$ cat config.mk
export PLATFORM = sky130hd
export DESIGN_NAME = tga_rle_scanline_decoder_flat
export DESIGN_NICKNAME = d
export VERILOG_FILES = /design/src/rtl/tgarle_pkg.sv /design/src/rtl/tgarle_if.sv /design/src/rtl/tgarle_decode.sv /design/src/rtl/tga_rle_scanline_decoder.sv /design/src/flat_wrapper.sv
export SDC_FILE = /design/constraint.sdc
export NUM_CORES = 1
export LEC_CHECK = 0
export ABC_CLOCK_PERIOD_IN_PS = 6800
export BUFFER_PORTS_ARGS = -buffer_cell sky130_fd_sc_hd__buf_2
export CAP_MARGIN = 20
export CORE_MARGIN = 2
export CORE_UTILIZATION = 40
export DETAILED_ROUTE_END_ITERATION = 12
export PLACE_DENSITY_LB_ADDON = 0.25
export SYNTH_ARGS = -nofsm -noshare
export SYNTH_HDL_FRONTEND = slang
export SYNTH_SLANG_ARGS = --single-unit
$ cat constraint.sdc
create_clock -name clk_i -period 6.8 [get_ports clk_i]
set_input_delay 1.7 -clock clk_i [delete_from_list [all_inputs] [get_ports clk_i]]
set_output_delay 1.7 -clock clk_i [all_outputs]
set_load 0.01 [all_outputs]
$ cat src/rtl/tgarle_pkg.sv
// ----------------------------------------------------------------------------
// tgarle_pkg
// Shared types and constants for the TGA run-length scanline decoder.
// ----------------------------------------------------------------------------
package tgarle_pkg;

  // Register indexes on the configuration port
  localparam int unsigned CfgIdxW = 2;
  localparam logic [CfgIdxW-1:0] REG_PIXEL_FORMAT = 2'd0;
  localparam logic [CfgIdxW-1:0] REG_RLE_ENABLE   = 2'd1;
  localparam logic [CfgIdxW-1:0] REG_LINE_WIDTH   = 2'd2;
  localparam int unsigned CfgDataW = 16;

  localparam logic [7:0] AlphaOpaque = 8'd255;
  localparam logic [7:0] CountMask   = 8'd127;

  // Pixel format codes; the unused code decodes as BGRA
  typedef enum logic [1:0] {
    FMT_GRAY = 2'd0,
    FMT_BGR  = 2'd1,
    FMT_BGRA = 2'd2
  } fmt_e;

  typedef struct packed {
    logic [1:0]  pixel_format;
    logic        rle_enable;
    logic [15:0] line_width;
  } cfg_t;

  // Decoder stream state; line_pos stays below the effective line width
  typedef struct packed {
    logic        expect_header;
    logic [1:0]  byte_slot;
    logic [23:0] pixel_bytes;
    logic [7:0]  packet_left;
    logic        packet_is_run;
    logic [7:0]  run_length;
    logic [15:0] line_pos;
  } state_t;

  typedef struct packed {
    logic [7:0]  red;
    logic [7:0]  green;
    logic [7:0]  blue;
    logic [7:0]  alpha;
    logic [7:0]  repeat_res;
    logic [15:0] column;
    logic        line_end;
  } result_t;

  localparam state_t StateRestart = '{
    expect_header: 1'b1,
    byte_slot:     2'd0,
    pixel_bytes:   24'd0,
    packet_left:   8'd0,
    packet_is_run: 1'b0,
    run_length:    8'd0,
    line_pos:      16'd0
  };

endpackage

$ cat src/rtl/tgarle_if.sv
// ----------------------------------------------------------------------------
// tgarle channel interfaces
// Valid/ready channels for the byte stream and the decoded pixel words.
// ----------------------------------------------------------------------------
interface tgarle_byte_if;
  logic       valid;
  logic       ready;
  logic [7:0] in_byte;

  modport source (output valid, output in_byte, input ready);
  modport sink   (input valid, input in_byte, output ready);
endinterface

interface tgarle_pix_if;
  logic        valid;
  logic        ready;
  logic [7:0]  red;
  logic [7:0]  green;
  logic [7:0]  blue;
  logic [7:0]  alpha;
  logic [7:0]  repeat_res;
  logic [15:0] column;
  logic        line_end;

  modport source (output valid, output red, output green, output blue, output alpha,
                  output repeat_res, output column, output line_end, input ready);
  modport sink   (input valid, input red, input green, input blue, input alpha,
                  input repeat_res, input column, input line_end, output ready);
endinterface

$ cat src/rtl/tgarle_decode.sv
// ----------------------------------------------------------------------------
// tgarle_decode
// Next-state and result logic for one byte of the image data stream.
// ----------------------------------------------------------------------------
module tgarle_decode
  import tgarle_pkg::*;
(
  input  cfg_t    cfg_i,
  input  state_t  state_i,
  input  logic [7:0] byte_i,
  output state_t  state_o,
  output logic    res_valid_o,
  output result_t res_o
);

  logic [15:0] width;
  logic [2:0]  nbytes;
  logic [15:0] room;
  logic [7:0]  rep;
  logic [16:0] pos_sum;
  logic        line_done;
  logic [7:0]  count;
  logic [7:0]  left_dec;

  // Effective width and bytes per pixel
  always_comb begin
    width = (cfg_i.line_width == 16'd0) ? 16'd1 : cfg_i.line_width;
    case (fmt_e'(cfg_i.pixel_format))
      FMT_GRAY: nbytes = 3'd1;
      FMT_BGR:  nbytes = 3'd3;
      default:  nbytes = 3'd4;
    endcase
  end

  // Run length clipped to the room left on the line
  always_comb begin
    room = width - state_i.line_pos;
    if (state_i.packet_is_run && cfg_i.rle_enable) begin
      rep = ({8'd0, state_i.run_length} < room) ? state_i.run_length : room[7:0];
      if (rep == 8'd0) begin
        rep = 8'd1;
      end
    end else begin
      rep = 8'd1;
    end
    pos_sum   = {1'b0, state_i.line_pos} + {9'd0, rep};
    line_done = (pos_sum >= {1'b0, width});
    count     = (byte_i & CountMask) + 8'd1;
    left_dec  = state_i.packet_left - 8'd1;
  end

  // State update and result word
  always_comb begin
    state_o     = state_i;
    res_valid_o = 1'b0;
    res_o       = '0;
    if (cfg_i.rle_enable && state_i.expect_header) begin
      // packet header
      state_o.packet_is_run = byte_i[7];
      if (byte_i[7]) begin
        state_o.run_length = count;
      end else begin
        state_o.packet_left = count;
      end
      state_o.expect_header = 1'b0;
      state_o.byte_slot     = 2'd0;
    end else if (({1'b0, state_i.byte_slot} + 3'd1) < nbytes) begin
      // collect a leading pixel byte
      case (state_i.byte_slot)
        2'd0:    state_o.pixel_bytes[7:0]   = byte_i;
        2'd1:    state_o.pixel_bytes[15:8]  = byte_i;
        default: state_o.pixel_bytes[23:16] = byte_i;
      endcase
      state_o.byte_slot = state_i.byte_slot + 2'd1;
    end else begin
      // last byte of the pixel: emit a word
      res_valid_o = 1'b1;
      case (nbytes)
        3'd1: begin
          res_o.red   = byte_i;
          res_o.green = byte_i;
          res_o.blue  = byte_i;
          res_o.alpha = AlphaOpaque;
        end
        3'd3: begin
          res_o.blue  = state_i.pixel_bytes[7:0];
          res_o.green = state_i.pixel_bytes[15:8];
          res_o.red   = byte_i;
          res_o.alpha = AlphaOpaque;
        end
        default: begin
          res_o.blue  = state_i.pixel_bytes[7:0];
          res_o.green = state_i.pixel_bytes[15:8];
          res_o.red   = state_i.pixel_bytes[23:16];
          res_o.alpha = byte_i;
        end
      endcase
      res_o.repeat_res = rep;
      res_o.column     = state_i.line_pos;
      res_o.line_end   = line_done;
      state_o.byte_slot = 2'd0;
      state_o.line_pos  = line_done ? 16'd0 : pos_sum[15:0];
      if (cfg_i.rle_enable) begin
        if (state_i.packet_is_run) begin
          state_o.expect_header = 1'b1;
        end else begin
          state_o.packet_left = left_dec;
          if (left_dec == 8'd0 || line_done) begin
            state_o.expect_header = 1'b1;
          end
        end
      end
    end
  end

endmodule

$ cat src/rtl/tga_rle_scanline_decoder.sv
// ----------------------------------------------------------------------------
// tga_rle_scanline_decoder
// Decodes TGA image data bytes into pixel words, one scanline at a time.
// ----------------------------------------------------------------------------
// Takes one byte per cycle on in_if while no held word stalls and produces
// at most one pixel word per byte on out_if: a word for every pixel's last
// byte, carrying a repeat count for run packets (clipped to the line end),
// its start column and a line-end flag. Header bytes and leading pixel bytes
// give no word. Each byte is decoded in the cycle it is accepted; the word
// sits in an output register, and a new byte is taken in the same cycle the
// held word is taken, so the sustained rate is one byte per clock. A write
// to any of the three registers restarts decoding at column 0, awaiting a
// packet header in coded mode; write only while no word is pending.
module tga_rle_scanline_decoder
  import tgarle_pkg::*;
(
  input  logic                clk_i,
  input  logic                rst_ni,
  input  logic                cfg_we_i,
  input  logic [CfgIdxW-1:0]  cfg_index_i,
  input  logic [CfgDataW-1:0] cfg_data_i,
  tgarle_byte_if.sink         in_if,
  tgarle_pix_if.source        out_if
);

  cfg_t    cfg_q;
  state_t  state_q, state_d;
  result_t res_d, out_q;
  logic    res_valid;
  logic    out_valid_q;
  logic    in_accept;
  logic    cfg_hit;

  assign in_if.ready = !out_valid_q || out_if.ready;
  assign in_accept   = in_if.valid && in_if.ready;
  assign cfg_hit     = cfg_we_i && (cfg_index_i == REG_PIXEL_FORMAT ||
                                    cfg_index_i == REG_RLE_ENABLE ||
                                    cfg_index_i == REG_LINE_WIDTH);

  tgarle_decode u_decode (
    .cfg_i       (cfg_q),
    .state_i     (state_q),
    .byte_i      (in_if.in_byte),
    .state_o     (state_d),
    .res_valid_o (res_valid),
    .res_o       (res_d)
  );

  // Configuration registers
  always_ff @(posedge clk_i or negedge rst_ni) begin
    if (!rst_ni) begin
      cfg_q.pixel_format <= FMT_BGR;
      cfg_q.rle_enable   <= 1'b0;
      cfg_q.line_width   <= 16'd1;
    end else if (cfg_we_i) begin
      case (cfg_index_i)
        REG_PIXEL_FORMAT: cfg_q.pixel_format <= cfg_data_i[1:0];
        REG_RLE_ENABLE:   cfg_q.rle_enable   <= cfg_data_i[0];
        REG_LINE_WIDTH:   cfg_q.line_width   <= cfg_data_i;
        default: ;
      endcase
    end
  end

  // Stream state
  always_ff @(posedge clk_i or negedge rst_ni) begin
    if (!rst_ni) begin
      state_q <= StateRestart;
    end else if (cfg_hit) begin
      state_q <= StateRestart;
    end else if (in_accept) begin
      state_q <= state_d;
    end
  end

  // Output word register
  always_ff @(posedge clk_i or negedge rst_ni) begin
    if (!rst_ni) begin
      out_valid_q <= 1'b0;
    end else if (in_if.ready) begin
      out_valid_q <= in_accept && res_valid;
    end
  end

  always_ff @(posedge clk_i) begin
    if (in_accept && res_valid) begin
      out_q <= res_d;
    end
  end

  assign out_if.valid      = out_valid_q;
  assign out_if.red        = out_q.red;
  assign out_if.green      = out_q.green;
  assign out_if.blue       = out_q.blue;
  assign out_if.alpha      = out_q.alpha;
  assign out_if.repeat_res = out_q.repeat_res;
  assign out_if.column     = out_q.column;
  assign out_if.line_end   = out_q.line_end;

  // Position never reaches the line width
  a_pos_in_line: assert property (@(posedge clk_i) disable iff (!rst_ni)
    (cfg_q.line_width == 16'd0) ? (state_q.line_pos == 16'd0)
                                : (state_q.line_pos < cfg_q.line_width))
    else $error("line position past line width");

  // Partial pixel slot stays below the pixel size
  a_slot_range: assert property (@(posedge clk_i) disable iff (!rst_ni)
    (cfg_q.pixel_format == FMT_GRAY) ? (state_q.byte_slot == 2'd0) :
    (cfg_q.pixel_format == FMT_BGR)  ? (state_q.byte_slot != 2'd3) : 1'b1)
    else $error("byte slot out of range");

  // Words carry a repeat count of 1 to 128
  a_repeat_range: assert property (@(posedge clk_i) disable iff (!rst_ni)
    out_valid_q |-> (out_q.repeat_res != 8'd0 && out_q.repeat_res <= 8'd128))
    else $error("repeat count out of range");

  // Header bytes never produce a word
  a_header_silent: assert property (@(posedge clk_i) disable iff (!rst_ni)
    (in_accept && cfg_q.rle_enable && state_q.expect_header && !cfg_we_i)
      |=> !out_valid_q)
    else $error("word produced from header byte");

endmodule

$ cat src/flat_wrapper.sv
// flat-port wrapper written by rule: the top's interface ports become plain ports
module tga_rle_scanline_decoder_flat import tgarle_pkg::*;
  (clk_i, rst_ni, cfg_we_i, cfg_index_i, cfg_data_i, in_if_valid, in_if_in_byte, in_if_ready, out_if_valid, out_if_red, out_if_green, out_if_blue, out_if_alpha, out_if_repeat_res, out_if_column, out_if_line_end, out_if_ready);
  tgarle_byte_if in_if_i ();
  tgarle_pix_if out_if_i ();
  input  logic clk_i;
  input  logic rst_ni;
  input  logic cfg_we_i;
  input  logic [CfgIdxW-1:0] cfg_index_i;
  input  logic [CfgDataW-1:0] cfg_data_i;
  input wire logic [$bits(in_if_i.valid)-1:0] in_if_valid;
  input wire logic [$bits(in_if_i.in_byte)-1:0] in_if_in_byte;
  output wire logic [$bits(in_if_i.ready)-1:0] in_if_ready;
  output wire logic [$bits(out_if_i.valid)-1:0] out_if_valid;
  output wire logic [$bits(out_if_i.red)-1:0] out_if_red;
  output wire logic [$bits(out_if_i.green)-1:0] out_if_green;
  output wire logic [$bits(out_if_i.blue)-1:0] out_if_blue;
  output wire logic [$bits(out_if_i.alpha)-1:0] out_if_alpha;
  output wire logic [$bits(out_if_i.repeat_res)-1:0] out_if_repeat_res;
  output wire logic [$bits(out_if_i.column)-1:0] out_if_column;
  output wire logic [$bits(out_if_i.line_end)-1:0] out_if_line_end;
  input wire logic [$bits(out_if_i.ready)-1:0] out_if_ready;
  assign in_if_i.valid = in_if_valid;
  assign in_if_i.in_byte = in_if_in_byte;
  assign in_if_ready = in_if_i.ready;
  assign out_if_valid = out_if_i.valid;
  assign out_if_red = out_if_i.red;
  assign out_if_green = out_if_i.green;
  assign out_if_blue = out_if_i.blue;
  assign out_if_alpha = out_if_i.alpha;
  assign out_if_repeat_res = out_if_i.repeat_res;
  assign out_if_column = out_if_i.column;
  assign out_if_line_end = out_if_i.line_end;
  assign out_if_i.ready = out_if_ready;
  tga_rle_scanline_decoder u_core (.clk_i(clk_i), .rst_ni(rst_ni), .cfg_we_i(cfg_we_i), .cfg_index_i(cfg_index_i), .cfg_data_i(cfg_data_i), .in_if(in_if_i), .out_if(out_if_i));
endmodule
==> flow_results.xml, run 1 <==
<?xml version="1.0" encoding="UTF-8"?>
<metrics>
  <group name="layout">
    <metric name="layout.filler_cells" unit="">1829</metric>
    <metric name="area_growth_syn_to_layout" unit="%">26.7</metric>
    <metric name="fin_cells" unit="">1294</metric>
    <metric name="drive_gt1_frac" unit="">0.298</metric>
    <metric name="fin_area" unit="um^2">10300</metric>
    <metric name="postLayoutCoreUtil" unit="">0.512</metric>
    <metric name="design.final.nets" unit="">1097</metric>
    <metric name="antennaDiodeCount" unit="">0</metric>
  </group>
  <group name="clock_network">
    <metric name="cts_hold_buffers" unit="">0</metric>
    <metric name="numCtsBuffers" unit="">17</metric>
    <metric name="cts_tree" unit="">built</metric>
    <metric name="cts_num_sinks" unit="">137</metric>
    <metric name="worstSkewPairLatency" unit="ps">430</metric>
    <metric name="cts_root_buf" unit="">sky130_fd_sc_hd__clkbuf_16</metric>
    <metric name="max-clock-path-buffers" unit="">2</metric>
    <metric name="clock_transition_time_at_the_flip_flop_clock_pins_of_the_worst_setup_and_hold_paths" unit="ps">70</metric>
    <metric name="cts_htree_levels" unit="">4</metric>
  </group>
  <group name="sta">
    <metric name="timing.final.crit_period" unit="ps">7100</metric>
    <metric name="worst_slack" unit="ps">-302</metric>
    <metric name="finalCritPeriodShare" unit="">1.04</metric>
    <metric name="grt_setup_unrepaired" unit="">yes</metric>
    <metric name="finalSetupViolations" unit="">18</metric>
    <metric name="worst_clock_skew" unit="ps">10.3</metric>
    <metric name="setup_tns" unit="ps">-4480</metric>
    <metric name="timing.fmax" unit="MHz">141</metric>
    <metric name="timing_max_transition_violations_final" unit="">0</metric>
    <metric name="max_slew_margin" unit="">0.293</metric>
    <metric name="final-hold-violation-count" unit="">0</metric>
    <metric name="worstMarginPinSlew" unit="ps">1060</metric>
  </group>
  <group name="grt">
    <metric name="grt_usage" unit="">0.223</metric>
    <metric name="grt_max_degree" unit="">66</metric>
    <metric name="grt_antenna_before_repair" unit="">0</metric>
    <metric name="grt_pass1_vias" unit="">6928</metric>
    <metric name="grt_first_pass_wirelength" unit="um">37300</metric>
    <metric name="global_route.overflow_total" unit="">0</metric>
  </group>
  <group name="detailed_routing">
    <metric name="routed_via_density" unit="">5.39</metric>
    <metric name="detail_route.iter0.violations" unit="">472</metric>
    <metric name="drt_drc_violations_left" unit="">0</metric>
    <metric name="dr_total_vias" unit="">6975</metric>
    <metric name="route.final.wire_length" unit="um">23400</metric>
    <metric name="antenna_violating_nets_post_route" unit="">0</metric>
    <metric name="drt_first_pass_iters" unit="">5</metric>
    <metric name="mean_routed_wirelength_per_cell" unit="um">18.0</metric>
  </group>
  <group name="floorplan">
    <metric name="initial_utilization" unit="">0.404</metric>
    <metric name="boundary_pins" unit="">90</metric>
    <metric name="core" unit="um^2">20100</metric>
    <metric name="placementRows" unit="">52</metric>
    <metric name="die_height" unit="um">147</metric>
    <metric name="dieArea" unit="um^2">21500</metric>
    <metric name="dieWidth" unit="um">147</metric>
  </group>
  <group name="power_and_ir_drop">
    <metric name="leakage" unit="nW">4.50</metric>
    <metric name="vdd.ir_drop.worst" unit="mV">0.195</metric>
    <metric name="p_per_area" unit="nW/um^2">309</metric>
  </group>
  <group name="flow_run">
    <metric name="max_cap_violations" unit="">0</metric>
  </group>
  <group name="setup_path">
    <metric name="critical_path.most_common_cell" unit="">sky130_fd_sc_hd__o211ai_1</metric>
    <metric name="critPathRequiredTime" unit="ps">7150</metric>
    <metric name="crit_path_max_fanout" unit="">6</metric>
    <metric name="cpMaxStageDelayCell" unit="">sky130_fd_sc_hd__dfrtp_1</metric>
    <metric name="crit_path_max_incr_delay" unit="ps">400</metric>
    <metric name="startpoint_type" unit="">flip-flop</metric>
    <metric name="crit_path_arrival_time" unit="ps">7450</metric>
    <metric name="timing.setup.critical_path_class" unit="">flip-flop to flip-flop</metric>
    <metric name="endpoint_kind" unit="">flip-flop</metric>
  </group>
  <group name="place">
    <metric name="finalWeightedCongestion" unit="">0.888</metric>
    <metric name="port-buffer-count" unit="">89</metric>
    <metric name="dpl-instance-area" unit="um^2">9300</metric>
    <metric name="place_hpwl" unit="um">16700</metric>
    <metric name="placed_cells_incl_taps" unit="">1232</metric>
  </group>
  <group name="logic_synthesis">
    <metric name="share_of_flip_flops_with_an_asynchronous_set_or_reset" unit="">0.584</metric>
    <metric name="synth_ff_type" unit="">sky130_fd_sc_hd__dfrtp_1</metric>
    <metric name="synth_top_cells_by_count" unit="">sky130_fd_sc_hd__nand2_1 (109), sky130_fd_sc_hd__dfrtp_1 (77), sky130_fd_sc_hd__o21ai_0 (75)</metric>
    <metric name="ys_ff_latch" unit="">137</metric>
    <metric name="synth-edff-count" unit="">57</metric>
    <metric name="yosys.area.top_type_share" unit="">0.237</metric>
    <metric name="post-synth-top-count-cell" unit="">sky130_fd_sc_hd__nand2_1</metric>
    <metric name="synthesis.instances" unit="">853</metric>
    <metric name="synth.largest_area_cell" unit="">sky130_fd_sc_hd__dfrtp_1</metric>
    <metric name="largest_cells_by_area_after_synthesis" unit="">sky130_fd_sc_hd__dfrtp_1 (24%), sky130_fd_sc_hd__edfxtp_1 (21%), sky130_fd_sc_hd__ha_1 (8.3%)</metric>
    <metric name="syn-num-nets" unit="">939</metric>
    <metric name="postSynthAreaPerCell" unit="um^2">9.53</metric>
    <metric name="synth-seq-area-share" unit="">0.457</metric>
    <metric name="ys.warnings.count" unit="">0</metric>
    <metric name="synthesis.area" unit="um^2">8130</metric>
    <metric name="synth_cell_type_count" unit="">67</metric>
  </group>
  <group name="min_path">
    <metric name="min_path_type" unit="">flip-flop to flip-flop</metric>
  </group>
  <group name="outcome">
    <metric name="failed_checks" unit="">setup timing</metric>
    <metric name="run_status" unit="">finished with violations</metric>
  </group>
</metrics>
## per-layer routing
metal / vias to the layer above / global-route usage / wire length (um)
li1: 3340 / - / -
met1: 3368 / 0.297 / 10300
met2: 220 / 0.365 / 11200
met3: 47 / 0.0359 / 1110
met4: 0 / 0.0859 / 742
met5: - / 0 / 0
## critical path: cells and delay by family (launching register included)
kind,cells,cell delay (ps)
DFF,1,400
and+or+nand+nor,8,1790
AOI/OAI and AO/OA,16,2790
adders and majority gates,5,1300
buffers and inverters,3,450
xor gates and xnor gates,2,270
## logic make-up after synthesis
| group | share of synthesized area |
|---|---|
| adders and majority gates | 0.0868 |
| and+or+nand+nor | 0.173 |
| buffers and inverters | 0.0457 |
| DFF | 0.457 |
| xor gates and xnor gates | 0.0312 |
| muxes | 0.0436 |
| AOI/OAI and AO/OA | 0.163 |
## cells in the final DEF (no fill, tap or decap), drive strengths merged, types with 6 or more instances in the layout
cell type,synthesis,layout
buf,3,185
nand2,109,109
dfrtp,77,77
o21ai,76,76
nor2,73,73
edfxtp,57,57
ha,54,54
inv,49,53
a21oi,50,50
clkbuf,43,20
mux2,19,19
xnor2,18,18
mux2i,14,14
nand3,14,14
nor3,13,13
and2,13,13
and3,12,12
o21a,12,12
o211ai,12,12
xor2,11,11
a31oi,11,11
a21o,9,9
nand2b,8,8
or3,8,8
a211oi,7,7
nor4,7,7
or2,6,6
nor2b,6,6
## through the flow
step	worst slack, ps	hold WS, ps	total power [mW]
floorplan	-19.7	450	1.84
global placement	-226	462	2.21
detailed placement	-367	470	2.22
CTS	-272	485	3.16
global route	-658	506	3.37
finish	-302	480	3.18
## final timing paths
kind | depth (start not counted) | slack, ps | endpoint | start
max | 34 | -300 | u_core.state_q[15] | u_core.cfg_q[13]
min | 2 | 480 | u_core.state_q[42] | u_core.state_q[42]
max reg2reg | 34 | -300 | u_core.state_q[15] | u_core.cfg_q[13]
min reg2reg | 2 | 480 | u_core.state_q[42] | u_core.state_q[42]
max in group asynchronous | 2 | 4520 | u_core.state_q[7] | rst_ni
min in group asynchronous | 1 | 1130 | u_core.cfg_q[9] | rst_ni
## power by group
group / switching, mW / internal, mW / leakage, nW
clock: 0.378 / 0.518 / 0.273
combinational: 0.689 / 0.450 / 2.66
sequential: 0.0994 / 1.05 / 1.57
## state kept, by name (all words and copies together), names as in the netlist
register,cells
u_core.out_if.column,16
u_core.out_if.green,8
u_core.out_if.blue,8
u_core.out_if.red,8
u_core.out_if.repeat_res,8
u_core.state_q,60
u_core.out_if.valid,1
u_core.cfg_q,19
u_core.out_if.line_end,1
u_core.out_if.alpha,8
## layout make-up
| class | count | area, um^2 | share of cell area |
|---|---|---|---|
| Sequential cell | 137 | 3720 | 0.361 |
| Clock inverter | 12 | 119 | 0.0115 |
| Multi-Input combinational cell | 621 | 4300 | 0.417 |
| Timing Repair Buffer | 185 | 1190 | 0.116 |
| Inverter | 49 | 184 | 0.0179 |
| Tap cell | 270 | 338 | 0.0328 |
| Clock buffer | 20 | 447 | 0.0434 |
## what timing repair did
action / CTS / global route
setup endpoints to repair: 18 / 18
buffers inserted: 20 / 5
cloned: 1 / 0
pin swaps: 43 / 12
resized for setup: 41 / 15
Power figures use the tool's default switching activity.
==> inputs of run 2 (changes only) <==
--- a/config.mk
+++ b/config.mk
@@ -9,7 +9,7 @@
 export BUFFER_PORTS_ARGS = -buffer_cell sky130_fd_sc_hd__buf_2
 export CAP_MARGIN = 20
 export CORE_MARGIN = 2
-export CORE_UTILIZATION = 40
+export CORE_UTILIZATION = 51
 export DETAILED_ROUTE_END_ITERATION = 12
 export PLACE_DENSITY_LB_ADDON = 0.25
 export SYNTH_ARGS = -nofsm -noshare
==> run 2 against run 1 <==
The flow still finishes with violations (setup timing). Largest cell class unchanged. Clock power grew 2%. Sequential share of layout area grew 0.77 points. Critical path type unchanged. Via count shrank 0.53%. Critical endpoint is now u_core.state_q[8].
==> flow_results.xml, run 2 (synthesis gave the netlist of run 1 again) <==
<?xml version="1.0" encoding="UTF-8"?>
<metrics>
  <group name="clock_network">
    <metric name="cts_num_sinks" unit="">137</metric>
    <metric name="clock_transition_time_at_the_flip_flop_clock_pins_of_the_worst_setup_and_hold_paths" unit="ps">70</metric>
    <metric name="cts_tree" unit="">built</metric>
    <metric name="max-clock-path-buffers" unit="">2</metric>
    <metric name="cts_root_buf" unit="">sky130_fd_sc_hd__clkbuf_16</metric>
    <metric name="worstSkewPairLatency" unit="ps">440</metric>
    <metric name="numCtsBuffers" unit="">17</metric>
    <metric name="cts_htree_levels" unit="">4</metric>
  </group>
  <group name="outcome">
    <metric name="run_status" unit="">finished with violations</metric>
    <metric name="failed_checks" unit="">setup timing</metric>
  </group>
  <group name="layout">
    <metric name="design.final.nets" unit="">1073</metric>
    <metric name="area_growth_syn_to_layout" unit="%">24.0</metric>
    <metric name="layout.filler_cells" unit="">1277</metric>
    <metric name="layout.cells.most_common" unit="">sky130_fd_sc_hd__nand2_1</metric>
    <metric name="largest_register" unit="">u_core.state_q</metric>
    <metric name="drive_gt1_frac" unit="">0.280</metric>
    <metric name="max_ffs_per_register" unit="">60</metric>
    <metric name="fin_area" unit="um^2">10100</metric>
    <metric name="final_cell_mix" unit="">sky130_fd_sc_hd__nand2_1 (108), sky130_fd_sc_hd__buf_2 (88), sky130_fd_sc_hd__dfrtp_1 (77), sky130_fd_sc_hd__nor2_1 (71), sky130_fd_sc_hd__buf_4 (70)</metric>
    <metric name="final-seq-area" unit="um^2">3720</metric>
    <metric name="antennaDiodeCount" unit="">0</metric>
    <metric name="multi_input_comb_area" unit="um^2">4330</metric>
    <metric name="postLayoutCoreUtil" unit="">0.642</metric>
  </group>
  <group name="floorplan">
    <metric name="boundary_pins" unit="">90</metric>
    <metric name="placementRows" unit="">46</metric>
    <metric name="dieArea" unit="um^2">17000</metric>
    <metric name="die_height" unit="um">130</metric>
    <metric name="initial_utilization" unit="">0.517</metric>
    <metric name="core" unit="um^2">15700</metric>
    <metric name="dieWidth" unit="um">130</metric>
  </group>
  <group name="place">
    <metric name="finalWeightedCongestion" unit="">0.984</metric>
    <metric name="port-buffer-count" unit="">89</metric>
    <metric name="post-place-ws" unit="ps">-383</metric>
    <metric name="place_hpwl" unit="um">15900</metric>
    <metric name="dpl-instance-area" unit="um^2">9150</metric>
  </group>
  <group name="power_and_ir_drop">
    <metric name="vdd.ir_drop.worst" unit="mV">0.226</metric>
    <metric name="leakage" unit="nW">4.41</metric>
    <metric name="p_per_area" unit="nW/um^2">315</metric>
    <metric name="power.total" unit="mW">3.18</metric>
  </group>
  <group name="setup_path">
    <metric name="critPathRequiredTime" unit="ps">7140</metric>
    <metric name="timing.setup.critical_path_class" unit="">flip-flop to flip-flop</metric>
    <metric name="cpMaxStageDelayCell" unit="">sky130_fd_sc_hd__dfrtp_1</metric>
    <metric name="startpoint_type" unit="">flip-flop</metric>
    <metric name="crit_path_arrival_time" unit="ps">7340</metric>
    <metric name="crit_path_max_incr_delay" unit="ps">410</metric>
    <metric name="endpoint_kind" unit="">flip-flop</metric>
    <metric name="crit_path_max_fanout" unit="">6</metric>
  </group>
  <group name="sta">
    <metric name="max_slew_margin" unit="">0.267</metric>
    <metric name="worst_clock_skew" unit="ps">6.88</metric>
    <metric name="finalCritPeriodShare" unit="">1.03</metric>
    <metric name="worst_slack" unit="ps">-192</metric>
    <metric name="finalSetupViolations" unit="">17</metric>
    <metric name="final-hold-violation-count" unit="">0</metric>
    <metric name="timing_max_transition_violations_final" unit="">0</metric>
    <metric name="grt_setup_unrepaired" unit="">yes</metric>
    <metric name="timing.final.crit_period" unit="ps">6990</metric>
    <metric name="timing.fmax" unit="MHz">143</metric>
    <metric name="worstMarginPinSlew" unit="ps">1100</metric>
  </group>
  <group name="min_path">
    <metric name="min_path_type" unit="">flip-flop to flip-flop</metric>
  </group>
  <group name="grt">
    <metric name="grt_usage" unit="">0.271</metric>
    <metric name="global_route.overflow_total" unit="">0</metric>
    <metric name="grt_antenna_before_repair" unit="">0</metric>
    <metric name="grt_pass1_vias" unit="">6666</metric>
    <metric name="grt_first_pass_wirelength" unit="um">34800</metric>
    <metric name="grt_max_degree" unit="">60</metric>
  </group>
  <group name="detailed_routing">
    <metric name="drt_first_pass_iters" unit="">5</metric>
    <metric name="routed_via_density" unit="">5.71</metric>
    <metric name="detail_route.iter0.violations" unit="">472</metric>
    <metric name="antenna_violating_nets_post_route" unit="">0</metric>
    <metric name="dr_total_vias" unit="">6938</metric>
    <metric name="drt_drc_violations_left" unit="">0</metric>
    <metric name="mean_routed_wirelength_per_cell" unit="um">18.4</metric>
    <metric name="route.final.wire_length" unit="um">22400</metric>
  </group>
  <group name="flow_run">
    <metric name="max_cap_violations" unit="">0</metric>
  </group>
</metrics>
[run 2: cell types whose count changed in the layout (fill, tap and decap cells not counted), sizes merged]
cell	before	now
buf	185	161
bufinv	1	0
clkbuf	20	17
clkinv	5	6
inv	53	56
[run 2: worst paths after layout]
check	start	endpoint	slack [ps]	cells past startpoint
hold / removal	u_core.state_q[36]	u_core.state_q[36]	480	2
hold reg to reg	u_core.state_q[36]	u_core.state_q[36]	480	2
setup reg to reg	u_core.cfg_q[13]	u_core.state_q[8]	-190	36
setup / recovery	u_core.cfg_q[13]	u_core.state_q[8]	-190	36
min in group asynchronous	rst_ni	u_core.cfg_q[5]	1160	1
max in group asynchronous	rst_ni	u_core.state_q[54]	4590	2
[run 2: where the power goes]
part | internal (mW) | leakage [nW] | switching (mW)
Sequential | 1.05 | 1.57 | 0.0973
Combinational | 0.434 | 2.56 | 0.682
Clock | 0.488 | 0.280 | 0.424
[run 2: final cells by class]
| class | count | area share |
|---|---|---|
| Tap cell | 216 | 0.0268 |
| Inverter | 49 | 0.0182 |
| Clock buffer | 17 | 0.0422 |
| Multi-Input combinational cell | 621 | 0.429 |
| Timing Repair Buffer | 161 | 0.0991 |
| Sequential cell | 137 | 0.369 |
| Clock inverter | 15 | 0.0156 |
[run 2: what timing repair did]
item,4_1_cts,5_1_grt
buffers inserted,10,5
setup endpoints to repair,18,18
gates resized for setup,34,19
hold buffers,0,0
pin swaps,41,11
[run 2: worst max-delay path: cells and delay by family (launching register included)]
kind                     cells  cell delay (ps)
AND/OR/NAND/NOR              8             1810
buffers and inverters        3              340
adder cells (fa/ha/maj)      5             1400
XOR/XNOR                     2              310
AO/OA/AOI/OAI               18             2650
flip-flops                   1              410
[run 2: metrics by stage]
stage | hold slack [ps] | setup TNS [ps] | instances
final | 480 | -1890 | 1216
after global routing | 510 | -8400 | 1216
after CTS | 485 | -991 | 1210
after detailed placement | 471 | -5230 | 1168
after global placement | 462 | -871 | 1168
after floorplan | 450 | -33.9 | 853
[run 2: metal layers]
metal  wire (um)  global-route usage  vias up
met5           0                   0        -
met4         503              0.0999        0
li1            -                   -     3314
met2       10800               0.451      283
met1        9530               0.350     3294
met3        1510              0.0595       47
